===== config.mk =====
export PLATFORM = sky130hd
export DESIGN_NAME = pulse_fiducial_detector_unit
export DESIGN_NICKNAME = d
export VERILOG_FILES = /design/src/rtl/pfd_pkg.sv /design/src/rtl/pfd_front.sv /design/src/rtl/pfd_fifo.sv /design/src/rtl/pfd_back.sv /design/src/rtl/pulse_fiducial_detector_unit.sv
export VERILOG_INCLUDE_DIRS = /design/src /design/src/rtl
export SDC_FILE = /design/constraint.sdc
export NUM_CORES = 1
export LEC_CHECK = 0
export BUFFER_PORTS_ARGS = -buffer_cell sky130_fd_sc_hd__buf_2
export CAP_MARGIN = 5
export CORE_ASPECT_RATIO = 0.75
export CORE_MARGIN = 5
export CORE_UTILIZATION = 40
export DETAILED_ROUTE_END_ITERATION = 10
export GPL_TIMING_DRIVEN = 0
export PLACE_DENSITY_LB_ADDON = 0.12
export SETUP_SLACK_MARGIN = 0.02
export SLEW_MARGIN = 0
export SYNTH_ARGS = -nofsm -noshare
export SYNTH_HDL_FRONTEND = slang
export SYNTH_HIERARCHICAL = 1
export SYNTH_SLANG_ARGS = --single-unit

===== constraint.sdc =====
create_clock -name clk_i -period 8.45 [get_ports clk_i]
set_clock_uncertainty 0.1 [all_clocks]
set_input_delay 0.4225 -clock clk_i [delete_from_list [all_inputs] [get_ports clk_i]]
set_output_delay 0.4225 -clock clk_i [all_outputs]
set_load 0.1 [all_outputs]

===== src/rtl/pulse_fiducial_detector_unit_assert.svh =====
// ----------------------------------------------------------------------------
// Pulse fiducial detector assertion macros
// Shared concurrent assertion forms for the detector modules.
// ----------------------------------------------------------------------------
`ifndef PULSE_FIDUCIAL_DETECTOR_UNIT_ASSERT_SVH
`define PULSE_FIDUCIAL_DETECTOR_UNIT_ASSERT_SVH

// same-cycle implication, disabled during reset
`define PFD_ASSERT_NOW(label, clk, rst_n, ante, cons) \
  label: assert property (@(posedge clk) disable iff (!rst_n) (ante) |-> (cons)) \
    else $error("pfd: same-cycle check failed");

// next-cycle implication, disabled during reset
`define PFD_ASSERT_NEXT(label, clk, rst_n, ante, cons) \
  label: assert property (@(posedge clk) disable iff (!rst_n) (ante) |=> (cons)) \
    else $error("pfd: next-cycle check failed");

`endif


===== src/rtl/pfd_pkg.sv =====
// ----------------------------------------------------------------------------
// pfd_pkg
// Types, constants and codes shared by the pulse fiducial detector.
// ----------------------------------------------------------------------------
package pfd_pkg;

  localparam int SAMPLE_BITS   = 16;
  localparam int INDEX_BITS    = 16;
  localparam int CFG_IDX_BITS  = 1;
  localparam int FIFO_DEPTH    = 2;
  localparam int FIFO_PTR_BITS = (FIFO_DEPTH > 1) ? $clog2(FIFO_DEPTH) : 1;
  localparam int FIFO_CNT_BITS = $clog2(FIFO_DEPTH + 1);

  // Q1.15-style thresholds scaled to the sample width, rounded to nearest
  localparam longint Q_ONE           = longint'(1) << (SAMPLE_BITS - 1);
  localparam longint SYS_THR_RST_INT = (65 * Q_ONE + 50) / 100;
  localparam longint DIA_THR_RST_INT = (20 * Q_ONE + 50) / 100;

  typedef logic signed [SAMPLE_BITS-1:0] sample_t;
  typedef logic        [INDEX_BITS-1:0]  index_t;

  localparam sample_t SYS_THR_RST = sample_t'(SYS_THR_RST_INT);
  localparam sample_t DIA_THR_RST = sample_t'(DIA_THR_RST_INT);

  typedef enum logic [1:0] {
    EV_SYSTOLIC  = 2'd0,
    EV_DIASTOLIC = 2'd1,
    EV_VALLEY    = 2'd2,
    EV_NOTCH     = 2'd3
  } event_kind_e;

  typedef enum logic [CFG_IDX_BITS-1:0] {
    CFG_SYS_THR = 1'b0,
    CFG_DIA_THR = 1'b1
  } cfg_reg_e;

  typedef struct packed {
    sample_t sample;
    logic    end_of_record;
  } in_t;

  typedef struct packed {
    event_kind_e event_kind;
    index_t      position;
    sample_t     level;
    logic        last_of_run;
  } out_t;

  // all events caused by one sample, in emission order valley, notch, peak
  typedef struct packed {
    logic        valley_vld;
    logic        notch_vld;
    logic        peak_vld;
    event_kind_e peak_kind;
    index_t      valley_pos;
    sample_t     valley_lvl;
    index_t      notch_pos;
    sample_t     notch_lvl;
    index_t      peak_pos;
    sample_t     peak_lvl;
  } job_t;

endpackage


===== src/rtl/pfd_front.sv =====
// ----------------------------------------------------------------------------
// pfd_front
// Accepts samples, runs the delay line and fiducial state, and pushes the
// events of each sample as one job into the event queue.
// ----------------------------------------------------------------------------
`include "pulse_fiducial_detector_unit_assert.svh"

module pfd_front (
  input  logic                                clk_i,
  input  logic                                rst_ni,
  input  logic                                cfg_we_i,
  input  logic [pfd_pkg::CFG_IDX_BITS-1:0]    cfg_idx_i,
  input  logic [pfd_pkg::SAMPLE_BITS-1:0]     cfg_data_i,
  input  logic                                in_valid_i,
  input  pfd_pkg::in_t                        in_data_i,
  output logic                                in_stall_o,
  input  logic                                q_full_i,
  output logic                                q_push_o,
  output pfd_pkg::job_t                       q_job_o
);
  import pfd_pkg::*;

  localparam logic [1:0] WARM_FULL = 2'd3;

  sample_t sys_thr_q, dia_thr_q;
  sample_t r0_q, r1_q, r2_q, r0_d, r1_d, r2_d;
  index_t  cnt_q, cnt_d;
  logic [1:0] warm_q, warm_d;
  logic    sys_seen_q, sys_seen_d;
  sample_t min_lvl_q, min_lvl_d;
  index_t  min_pos_q, min_pos_d;
  logic    dia_since_q, dia_since_d;
  logic    notch_pend_q, notch_pend_d;
  index_t  notch_pos_q, notch_pos_d;
  sample_t notch_lvl_q, notch_lvl_d;

  logic    accept, peak, is_sys, is_dia;
  sample_t cur;
  index_t  p;

  assign in_stall_o = q_full_i;
  assign accept     = in_valid_i && !q_full_i;
  assign cur        = in_data_i.sample;
  assign p          = cnt_q - INDEX_BITS'(2);

  assign peak   = (warm_q == WARM_FULL) && (r1_q > r2_q) && (r0_q <= r1_q) && (r0_q > cur);
  assign is_sys = peak && (r1_q > sys_thr_q);
  assign is_dia = peak && !is_sys && (r1_q > dia_thr_q) && (r1_q < sys_thr_q);

  always_comb begin
    q_job_o            = '0;
    q_job_o.valley_vld = is_sys && sys_seen_q;
    q_job_o.notch_vld  = is_sys && notch_pend_q;
    q_job_o.peak_vld   = is_sys || is_dia;
    q_job_o.peak_kind  = is_sys ? EV_SYSTOLIC : EV_DIASTOLIC;
    q_job_o.valley_pos = min_pos_q;
    q_job_o.valley_lvl = min_lvl_q;
    q_job_o.notch_pos  = notch_pos_q;
    q_job_o.notch_lvl  = notch_lvl_q;
    q_job_o.peak_pos   = p;
    q_job_o.peak_lvl   = r1_q;
  end

  assign q_push_o = accept && (is_sys || is_dia);

  always_comb begin
    r0_d         = r0_q;
    r1_d         = r1_q;
    r2_d         = r2_q;
    cnt_d        = cnt_q;
    warm_d       = warm_q;
    sys_seen_d   = sys_seen_q;
    min_lvl_d    = min_lvl_q;
    min_pos_d    = min_pos_q;
    dia_since_d  = dia_since_q;
    notch_pend_d = notch_pend_q;
    notch_pos_d  = notch_pos_q;
    notch_lvl_d  = notch_lvl_q;
    if (accept) begin
      if (is_sys) begin
        sys_seen_d   = 1'b1;
        notch_pend_d = 1'b0;
        dia_since_d  = 1'b0;
        min_lvl_d    = r1_q;
        min_pos_d    = p;
      end else begin
        if (is_dia && sys_seen_q && !dia_since_q) begin
          notch_pend_d = 1'b1;
          notch_pos_d  = min_pos_q;
          notch_lvl_d  = min_lvl_q;
          dia_since_d  = 1'b1;
        end
        if (peak || (warm_q == WARM_FULL)) begin
          if (sys_seen_q && (r1_q < min_lvl_q)) begin
            min_lvl_d = r1_q;
            min_pos_d = p;
          end
        end
      end
      r2_d  = r1_q;
      r1_d  = r0_q;
      r0_d  = cur;
      cnt_d = cnt_q + INDEX_BITS'(1);
      if (warm_q != WARM_FULL) begin
        warm_d = warm_q + 2'd1;
      end
      if (in_data_i.end_of_record) begin
        r0_d         = '0;
        r1_d         = '0;
        r2_d         = '0;
        cnt_d        = '0;
        warm_d       = '0;
        sys_seen_d   = 1'b0;
        min_lvl_d    = '0;
        min_pos_d    = '0;
        dia_since_d  = 1'b0;
        notch_pend_d = 1'b0;
        notch_pos_d  = '0;
        notch_lvl_d  = '0;
      end
    end
  end

  always_ff @(posedge clk_i or negedge rst_ni) begin
    if (!rst_ni) begin
      sys_thr_q    <= SYS_THR_RST;
      dia_thr_q    <= DIA_THR_RST;
      r0_q         <= '0;
      r1_q         <= '0;
      r2_q         <= '0;
      cnt_q        <= '0;
      warm_q       <= '0;
      sys_seen_q   <= 1'b0;
      min_lvl_q    <= '0;
      min_pos_q    <= '0;
      dia_since_q  <= 1'b0;
      notch_pend_q <= 1'b0;
      notch_pos_q  <= '0;
      notch_lvl_q  <= '0;
    end else begin
      if (cfg_we_i) begin
        case (cfg_reg_e'(cfg_idx_i))
          CFG_SYS_THR: sys_thr_q <= cfg_data_i;
          CFG_DIA_THR: dia_thr_q <= cfg_data_i;
          default: ;
        endcase
      end
      r0_q         <= r0_d;
      r1_q         <= r1_d;
      r2_q         <= r2_d;
      cnt_q        <= cnt_d;
      warm_q       <= warm_d;
      sys_seen_q   <= sys_seen_d;
      min_lvl_q    <= min_lvl_d;
      min_pos_q    <= min_pos_d;
      dia_since_q  <= dia_since_d;
      notch_pend_q <= notch_pend_d;
      notch_pos_q  <= notch_pos_d;
      notch_lvl_q  <= notch_lvl_d;
    end
  end

  `PFD_ASSERT_NOW(a_notch_needs_sys, clk_i, rst_ni, notch_pend_q, sys_seen_q && dia_since_q)
  `PFD_ASSERT_NOW(a_push_only_warm, clk_i, rst_ni, q_push_o, warm_q == WARM_FULL)

endmodule


===== src/rtl/pfd_fifo.sv =====
// ----------------------------------------------------------------------------
// pfd_fifo
// Short job queue between the sample front end and the event sequencer.
// ----------------------------------------------------------------------------
`include "pulse_fiducial_detector_unit_assert.svh"

module pfd_fifo (
  input  logic          clk_i,
  input  logic          rst_ni,
  input  logic          push_i,
  input  pfd_pkg::job_t push_data_i,
  output logic          full_o,
  input  logic          pop_i,
  output logic          valid_o,
  output pfd_pkg::job_t pop_data_o
);
  import pfd_pkg::*;

  localparam logic [FIFO_PTR_BITS-1:0] PTR_LAST = FIFO_PTR_BITS'(FIFO_DEPTH - 1);
  localparam logic [FIFO_CNT_BITS-1:0] CNT_FULL = FIFO_CNT_BITS'(FIFO_DEPTH);

  job_t mem_q [FIFO_DEPTH];
  logic [FIFO_PTR_BITS-1:0] wr_ptr_q, rd_ptr_q;
  logic [FIFO_CNT_BITS-1:0] cnt_q;
  logic do_push, do_pop;

  assign full_o     = (cnt_q == CNT_FULL);
  assign valid_o    = (cnt_q != '0);
  assign do_push    = push_i && !full_o;
  assign do_pop     = pop_i && valid_o;
  assign pop_data_o = mem_q[rd_ptr_q];

  always_ff @(posedge clk_i) begin
    if (do_push) begin
      mem_q[wr_ptr_q] <= push_data_i;
    end
  end

  always_ff @(posedge clk_i or negedge rst_ni) begin
    if (!rst_ni) begin
      wr_ptr_q <= '0;
      rd_ptr_q <= '0;
      cnt_q    <= '0;
    end else begin
      if (do_push) begin
        wr_ptr_q <= (wr_ptr_q == PTR_LAST) ? '0 : wr_ptr_q + FIFO_PTR_BITS'(1);
      end
      if (do_pop) begin
        rd_ptr_q <= (rd_ptr_q == PTR_LAST) ? '0 : rd_ptr_q + FIFO_PTR_BITS'(1);
      end
      case ({do_push, do_pop})
        2'b10:   cnt_q <= cnt_q + FIFO_CNT_BITS'(1);
        2'b01:   cnt_q <= cnt_q - FIFO_CNT_BITS'(1);
        default: cnt_q <= cnt_q;
      endcase
    end
  end

  `PFD_ASSERT_NOW(a_no_push_when_full, clk_i, rst_ni, push_i, !full_o)

endmodule


===== src/rtl/pfd_back.sv =====
// ----------------------------------------------------------------------------
// pfd_back
// Takes jobs from the queue and sends their events one per cycle, unless the
// output stalls, via a registered output stage: valley, notch, then the peak.
// ----------------------------------------------------------------------------
`include "pulse_fiducial_detector_unit_assert.svh"

module pfd_back (
  input  logic          clk_i,
  input  logic          rst_ni,
  input  logic          q_valid_i,
  input  pfd_pkg::job_t q_job_i,
  output logic          q_pop_o,
  output logic          out_valid_o,
  input  logic          out_stall_i,
  output pfd_pkg::out_t out_data_o
);
  import pfd_pkg::*;

  localparam int BIT_VALLEY = 0;
  localparam int BIT_NOTCH  = 1;
  localparam int BIT_PEAK   = 2;

  job_t       job_q, job_d;
  logic [2:0] mask_q, mask_d, rem;
  logic       out_vld_q, out_vld_d;
  out_t       out_q, out_d;
  logic       adv;

  assign adv = !out_vld_q || !out_stall_i;

  always_comb begin
    job_d     = job_q;
    mask_d    = mask_q;
    out_d     = out_q;
    out_vld_d = out_vld_q && out_stall_i;
    rem       = mask_q;
    if (adv && (mask_q != '0)) begin
      if (mask_q[BIT_VALLEY]) begin
        out_d.event_kind = EV_VALLEY;
        out_d.position   = job_q.valley_pos;
        out_d.level      = job_q.valley_lvl;
        rem[BIT_VALLEY]  = 1'b0;
      end else if (mask_q[BIT_NOTCH]) begin
        out_d.event_kind = EV_NOTCH;
        out_d.position   = job_q.notch_pos;
        out_d.level      = job_q.notch_lvl;
        rem[BIT_NOTCH]   = 1'b0;
      end else begin
        out_d.event_kind = job_q.peak_kind;
        out_d.position   = job_q.peak_pos;
        out_d.level      = job_q.peak_lvl;
        rem[BIT_PEAK]    = 1'b0;
      end
      out_d.last_of_run = (rem == '0);
      out_vld_d         = 1'b1;
      mask_d            = rem;
    end
    q_pop_o = q_valid_i && (mask_d == '0);
    if (q_pop_o) begin
      job_d              = q_job_i;
      mask_d[BIT_VALLEY] = q_job_i.valley_vld;
      mask_d[BIT_NOTCH]  = q_job_i.notch_vld;
      mask_d[BIT_PEAK]   = q_job_i.peak_vld;
    end
  end

  always_ff @(posedge clk_i) begin
    job_q <= job_d;
    out_q <= out_d;
  end

  always_ff @(posedge clk_i or negedge rst_ni) begin
    if (!rst_ni) begin
      mask_q    <= '0;
      out_vld_q <= 1'b0;
    end else begin
      mask_q    <= mask_d;
      out_vld_q <= out_vld_d;
    end
  end

  assign out_valid_o = out_vld_q;
  assign out_data_o  = out_q;

  `PFD_ASSERT_NEXT(a_job_has_events, clk_i, rst_ni, q_pop_o, mask_q != '0)

endmodule


===== src/rtl/pulse_fiducial_detector_unit.sv =====
// ----------------------------------------------------------------------------
// pulse_fiducial_detector_unit
// Detects systolic and diastolic peaks, valleys and dicrotic notches in a
// normalized Q1.15 pulse stream.
// ----------------------------------------------------------------------------
// A sample is accepted in every cycle in which the two-entry job queue has
// room; the front end classifies it in that same cycle. Each sample yields
// zero to three events, sent one per cycle while the output is not stalled,
// from a registered output stage. A sample's events pass from the front end
// through the job queue, the back end's job register and the output
// register. Threshold writes take effect on the next accepted sample.

module pulse_fiducial_detector_unit (
  input  logic                             clk_i,
  input  logic                             rst_ni,
  input  logic                             cfg_we_i,
  input  logic [pfd_pkg::CFG_IDX_BITS-1:0] cfg_idx_i,
  input  logic [pfd_pkg::SAMPLE_BITS-1:0]  cfg_data_i,
  input  logic                             in_valid_i,
  input  pfd_pkg::in_t                     in_data_i,
  output logic                             in_stall_o,
  output logic                             out_valid_o,
  input  logic                             out_stall_i,
  output pfd_pkg::out_t                    out_data_o
);
  import pfd_pkg::*;

  logic q_push, q_full, q_pop, q_valid;
  job_t q_job_in, q_job_out;

  pfd_front u_front (
    .clk_i      (clk_i),
    .rst_ni     (rst_ni),
    .cfg_we_i   (cfg_we_i),
    .cfg_idx_i  (cfg_idx_i),
    .cfg_data_i (cfg_data_i),
    .in_valid_i (in_valid_i),
    .in_data_i  (in_data_i),
    .in_stall_o (in_stall_o),
    .q_full_i   (q_full),
    .q_push_o   (q_push),
    .q_job_o    (q_job_in)
  );

  pfd_fifo u_fifo (
    .clk_i       (clk_i),
    .rst_ni      (rst_ni),
    .push_i      (q_push),
    .push_data_i (q_job_in),
    .full_o      (q_full),
    .pop_i       (q_pop),
    .valid_o     (q_valid),
    .pop_data_o  (q_job_out)
  );

  pfd_back u_back (
    .clk_i       (clk_i),
    .rst_ni      (rst_ni),
    .q_valid_i   (q_valid),
    .q_job_i     (q_job_out),
    .q_pop_o     (q_pop),
    .out_valid_o (out_valid_o),
    .out_stall_i (out_stall_i),
    .out_data_o  (out_data_o)
  );

endmodule


==> results.md, run 1 <==
* Port bufs at 75
* Post-Syn Area at 22,500 µm²
* Row cnt at 75
* Post-Syn Nets at roughly 1,800
* CP delay by family, top: simple AND/OR/NAND/NOR gates
* Yosys top cell by area: edfxtp_1
* # nets final at 1,931
* Antenna violations before repair at 1
* PD cells at about 340 nW/µm²
* Least-Margin Pin Slew at approximately 0.91 ns
* DP HPWL at 36,900 µm
* Yosys top cell area share at 0.447
* RSZ-0062 raised after global routing: no
* Comb power frac at 0.331
* Yosys reg bits at 507
* Vias per inst at 5.13
* Largest net degree at the start of global routing at 112
* Area growth syn-to-layout at 15.5%
* Die Y-Extent at 215 µm
* CP Buf/Inv Count at 3
* Max Slew Vio Count at 0
* CP most frequent cell: nand2_1
* Clock network power share at 0.256
* Switching part of the total power at 0.361
* Largest register FFs at just over 200
* Clock Latency Late Sink at between 0.5 and 0.6 ns
* Yosys cell types at 67
* DRC viols at 0
* Crit Path Max Fanout at 24
* Post-synth EDFFs at 335
* Core Util, Final at 0.466
* Instance count of the mapped netlist at 1,623
* Register clock-pin slew on the reported worst setup and hold paths at about 0.060 ns
* Psw at 3.15 mW
* GRT Util Overall at 0.171
* CP required at roughly 8.6 ns
* Grt ovf at 0
* Largest stage delay on the critical path at 0.80 ns
* Routability cong. at 0.787
* # setup viols final at 0
* Sequential share of power at 0.413
* CTS root buffer: clkbuf_16
* Number of I/O pins at 76
* Synth top area cells: edfxtp_1 (45%), dfrtp_1 (17%), ha_1 (5.6%)
* Status: complete, no violations
* Total CTS buffers at 53
* Critical path, cell by cell: inv_1 -> ha_1 -> nand4_1 -> nor4_1 -> nand2_1 -> a311oi_1 -> nand2_1 -> a21oi_1 -> and2_1 -> nand2_1 -> nor2_4 -> buf_12 -> buf_16
* Fmax at 184 MHz
* # Max-Cap Violations at 0
* P_leak at 10.5 nW
* Initial cell density of the core at 0.403
* CTS tree: yes
* Worst vdd rail ir drop at 0.000193 V
* DR WL/cell at 20.5 µm
* Critical Path End Type: register
* Critical Path AT at 5.62 ns
* Most flops, register: u_fifo/mem_q
* Internal power at 5.58 mW
* Clock tree sinks at 507
* Main flop type after synthesis: edfxtp_1
* Final wirelength at approximately 53,000 µm
* DR vias at 13,171
* Core ar. at 55,800 µm²
* Min-delay worst type: input port to register
* Mapped Avg Cell Area at around 14 µm²
* First-pass GRT wire length at approximately 80,000 µm
* Max Root-Sink Buffers at 3
* DIE WIDTH at between 200 and 300 µm
* Tmin final at 5.44 ns
* Synth warn at 6
* Worst hold slack at 0.0388 ns
* Tcrit/Tclk final at 0.644
* # H-tree levels at 2
* Fraction of the yosys area taken by sequential cells at 0.639
* Cts repair resizes at 0
* Number of global-route vias before repair at between 10,000 and 15,000
* Ys async rst share at 0.339
* Final Hold Viols at 0
* Share of layout cells above drive strength 1 at 0.180
* Final ANT Viol Nets at 0
* Pre-antenna DRT Iters at 5
* Die area at 61,200 µm²
* Initial DRC count at 949
* Cell at the slowest stage of the critical path: a311oi_1
* Slew headroom at 0.388
* Critical Path Source Type: register
* WS Path Type: register to register
-- layer usage --
layer	track usage	wire, µm	part of all wire
met1	0.270	27000	0.51
met2	0.250	22200	0.42
met3	0.0264	2610	0.050
met4	0.0372	835	0.016
met5	0	0	0
-- power groups by stage --
stage | Sequential, mW | Combinational, mW | Clock, mW
floorplan | 4.26 | 1.49 | 0
global placement | 3.69 | 2.83 | 0
detailed placement | 3.66 | 2.92 | 0
CTS | 3.61 | 2.94 | 2.30
global route | 3.66 | 3.12 | 2.40
finish | 3.61 | 2.90 | 2.23
-- layout by cell type (no fill, tap or decap), types with 6 or more instances in the layout --
master         synthesis  layout
edfxtp_1             335     335
nand2_1              158     158
dfrtp_1              157     157
inv_1                104     104
ha_1                 100     100
o21ai_0               81      81
buf_2                  6      80
mux2_4                80      80
mux2i_1               75      75
clkbuf_1              44      65
clkbuf_16              0      54
a21oi_1               40      40
mux2_2                38      38
nand2b_1              38      38
a21o_1                32      32
dlygate4sd3_1          0      31
nor2_1                30      29
o21ai_1               24      24
nor3_1                22      22
o31ai_1               19      19
nand4_1               17      17
o221ai_1              17      17
nand3b_1              17      17
buf_6                 15      15
xor2_1                15      15
dfstp_2               15      15
or3_1                 14      14
o211ai_1              13      13
nand3_1               11      11
nor2b_1               10      10
clkinv_1               0       8
buf_4                  8       8
xnor2_1                7       7
clkbuf_8               0       6
buf_16                 0       6
nor4_1                 6       6
-- worst min-delay path, cell delays in order --
cell	delay (ns)
buf_2	0.11
nand3b_1	0.07
o21ai_0	0.07
-- cell type report --
| class | instances | area, µm² |
|---|---|---|
| Sequential cell | 507 | 14400 |
| Fill cell | 4923 | 29800 |
| Inverter | 105 | 394 |
| Tap cell | 731 | 915 |
| Antenna cell | 1 | 2.50 |
| Timing Repair Buffer | 114 | 901 |
| Multi-Input combinational cell | 934 | 7320 |
| Clock buffer | 81 | 1510 |
| Buffer | 77 | 439 |
| Clock inverter | 17 | 143 |
-- per-stage QoR --
step	cell area (µm²)	TNS (ns)	setup WS [ns]	power, mW	cells
global route	26000	0	2.83	9.19	2566
detailed placement	24000	0	3.13	6.58	2437
finish	26000	0	3.01	8.74	2567
floorplan	22500	0	1.04	5.75	1623
global placement	23800	-331.97	-3.29	6.52	2429
CTS	26000	0	3.09	8.85	2566
-- cell families (layout without fill, tap and decap cells) --
logic type / count (synthesis) / in the layout / synth area share
AO/OA/AOI/OAI: 261 / 261 / 0.0733
XOR/XNOR: 22 / 22 / 0.00856
adder cells (fa/ha/maj): 100 / 100 / 0.0556
buffers and inverters: 182 / 394 / 0.0370
flip-flops: 507 / 507 / 0.639
multiplexers: 194 / 194 / 0.107
other: 1 / 2 / 0.000167
AND/OR/NAND/NOR: 356 / 356 / 0.0800
-- path summary, 6_finish.rpt --
check / start / to / slack (ns) / cells after the start
worst max-delay path: u_front/r1_q[13] / u_fifo/mem_q[0][9] / 3.01 / 13
worst min-delay path: in_data_i[1] / u_front/r0_q[0] / 0.04 / 3
worst max register to register: u_front/r1_q[13] / u_fifo/mem_q[0][9] / 3.01 / 13
worst min register to register: u_front/notch_pos_q[3] / u_fifo/mem_q[1][51] / 0.37 / 0
max in group asynchronous: rst_ni / u_front/notch_pos_q[10] / 7.02 / 3
min in group asynchronous: rst_ni / u_front/dia_thr_q[6] / 0.27 / 2
-- synthesized netlist by cell type (17+ instances only) --
cell	instances
o221ai_1	17
clkbuf_1	44
ha_1	100
a21o_1	32
nor3_1	22
mux2_2	38
nand2_1	158
nor2_1	30
inv_1	104
edfxtp_1	335
dfrtp_1	157
mux2_4	80
nand4_1	17
o31ai_1	19
nand3b_1	17
mux2i_1	75
o21ai_1	24
nand2b_1	38
a21oi_1	40
o21ai_0	81
-- what timing repair did --
item                                   in CTS  in global routing
endpoints found under the hold margin      99                  0
setup endpoints to repair                   0                  0
hold buffers                               31                  0
buffers inserted                            0                  0
No activity file was read; power rests on OpenSTA's default activity.
==> inputs of run 2 (changes only) <==
==> constraint.sdc (replaced) <==
create_clock -name clk_i -period 4.79 [get_ports clk_i]
set_clock_uncertainty 0.1 [all_clocks]
set_input_delay 0.2395 -clock clk_i [delete_from_list [all_inputs] [get_ports clk_i]]
set_output_delay 0.2395 -clock clk_i [all_outputs]
set_load 0.1 [all_outputs]
==> results.md, run 2 (synthesis gave the netlist of run 1 again) <==
* Clock Latency Late Sink at 0.60 ns
* CP Buf/Inv Count at 3
* DR vias at 13,288
* Final instance area at 26,200 µm²
* Sequential share of power at 0.406
* Placed cells at between 2,000 and 2,500
* Final wirelength at approximately 53,000 µm
* Setup TNS at 0 ns
* Largest net degree at the start of global routing at 108
* Antenna violations before repair at 0
* Cell at the slowest stage of the critical path: nor4_1
* Die Y-Extent at 215 µm
* Number of global-route vias before repair at 13,437
* CTS root buffer: clkbuf_16
* Grt ovf at 0
* CP required at 4.99 ns
* Fill cells at slightly below 5,000
* Clock network power share at 0.267
* DP HPWL at 37,000 µm
* Initial DRC count at slightly above 900
* Number of I/O pins at 76
* Dpl cell area at approximately 24,000 µm²
* Tmin final at about 4.5 ns
* DRC viols at 0
* Worst vdd rail ir drop at 0.000344 V
* Final Hold Viols at 0
* DR WL/cell at 20.5 µm
* WS Path Type: register to register
* GRT Util Overall at 0.173
* CP delay by family, top: simple AND/OR/NAND/NOR gates
* Final ANT Viol Nets at 0
* Crit Path Max Fanout at 23
* Initial cell density of the core at 0.403
* Largest register FFs at 202
* Core Util, Final at 0.470
* Critical Path End Type: register
* Slew headroom at 0.443
* Least-Margin Pin Slew at ~0.84 ns
* Overall power at 15.7 mW
* Comb power frac at 0.327
* Die area at approximately 60,000 µm²
* Share of layout cells above drive strength 1 at 0.189
* Vias per inst at between 5 and 6
* Most frequent cells in the layout: edfxtp_1 (335), nand2_1 (158), dfrtp_1 (157)
* Critical Path Source Type: register
* Total CTS buffers at 54
* Switching part of the total power at 0.359
* CTS tree: yes
* Max Root-Sink Buffers at 3
* Commonest non-fill, non-tap cell in the layout: edfxtp_1
* Min-delay worst type: input port to asynchronous set/reset pin
* # setup viols final at 0
* Internal power at 10.0 mW
* RSZ-0062 raised after global routing: no
* Pre-antenna DRT Iters at 5
* Row cnt at 75
* Most flops, register: u_fifo/mem_q
* Tcrit/Tclk final at 0.950
* Port bufs at 75
* Critical path, cell by cell: ha_1 -> nand4_1 -> nor4_1 -> a21boi_1 -> nor3b_1 -> xor2_1 -> nand2_1 -> a21oi_2 -> and2_1 -> nand2_1 -> nor2_4 -> buf_12 -> buf_12 -> buf_16
* # nets final at 1,938
* Fmax at 220 MHz
* Worst setup margin at between 0.2 and 0.25 ns
* Critical Path AT at 4.75 ns
* Largest stage delay on the critical path at a little under 0.6 ns
* DIE WIDTH at about 280 µm
* Final Non-Filler Cells at ~2,600
* PD cells at 598 nW/µm²
* Routability cong. at between 0.8 and 0.9
* Clock tree sinks at ~510
* Post-Place Setup Slack at -0.536 ns
* Status: complete, no violations
* Register clock-pin slew on the reported worst setup and hold paths at 0.06 ns
* Psw at between 5 and 6 mW
* First-pass GRT wire length at approximately 80,000 µm
* Worst hold slack at 0.100 ns
* Core ar. at 55,800 µm²
* P_leak at roughly 11 nW
* Area growth syn-to-layout at 16.4%
* # H-tree levels at 2
* Max Slew Vio Count at 0
* # Max-Cap Violations at 0
[run 2: power groups by stage]
stage          clock network [mW]  logic [mW]  registers, mW
2_1_floorplan                   0        2.63           7.52
3_3_place_gp                    0        4.95           6.47
3_5_place_dp                    0        5.14           6.46
4_1_cts                      4.31        5.18           6.37
5_1_grt                      4.50        5.53           6.47
6_report                     4.19        5.12           6.36
[run 2: worst paths after layout]
kind / endpoint / slack (ns) / cells after the start / startpoint
min: u_front/sys_thr_q[7] / 0.10 / 2 / rst_ni
max in group asynchronous: u_front/notch_lvl_q[4] / 3.50 / 3 / rst_ni
max reg2reg: u_fifo/mem_q[0][21] / 0.24 / 14 / u_front/r0_q[15]
min reg2reg: u_fifo/mem_q[1][40] / 0.35 / 0 / u_front/notch_lvl_q[8]
max: u_fifo/mem_q[0][21] / 0.24 / 14 / u_front/r0_q[15]
min in group clk_i: u_front/min_pos_q[3] / 0.14 / 5 / in_data_i[0]
[run 2: final cells by class]
cell class | instances | area [µm²] | area share
Sequential cell | 507 | 14400 | 0.549
Clock inverter | 31 | 333 | 0.0127
Buffer | 77 | 439 | 0.0168
Tap cell | 731 | 915 | 0.0349
Timing Repair Buffer | 120 | 968 | 0.0369
Antenna cell | 1 | 2.50 | 0.0000954
Clock buffer | 70 | 1450 | 0.0554
Multi-Input combinational cell | 934 | 7330 | 0.280
Inverter | 105 | 394 | 0.0150
[run 2: layer usage]
metal,track usage,part of all wire,vias up
met5,0,0,-
met4,0.0431,0.018,0
met3,0.0265,0.037,69
met2,0.256,0.43,220
met1,0.267,0.52,6693
li1,-,-,6306
[run 2: timing repair]
action,CTS,global route
resized for setup,1,1
hold endpoints to repair,117,0
buffers inserted,1,0
pin swaps,1,0
hold buffers,35,0
endpoints found under the setup margin,128,115
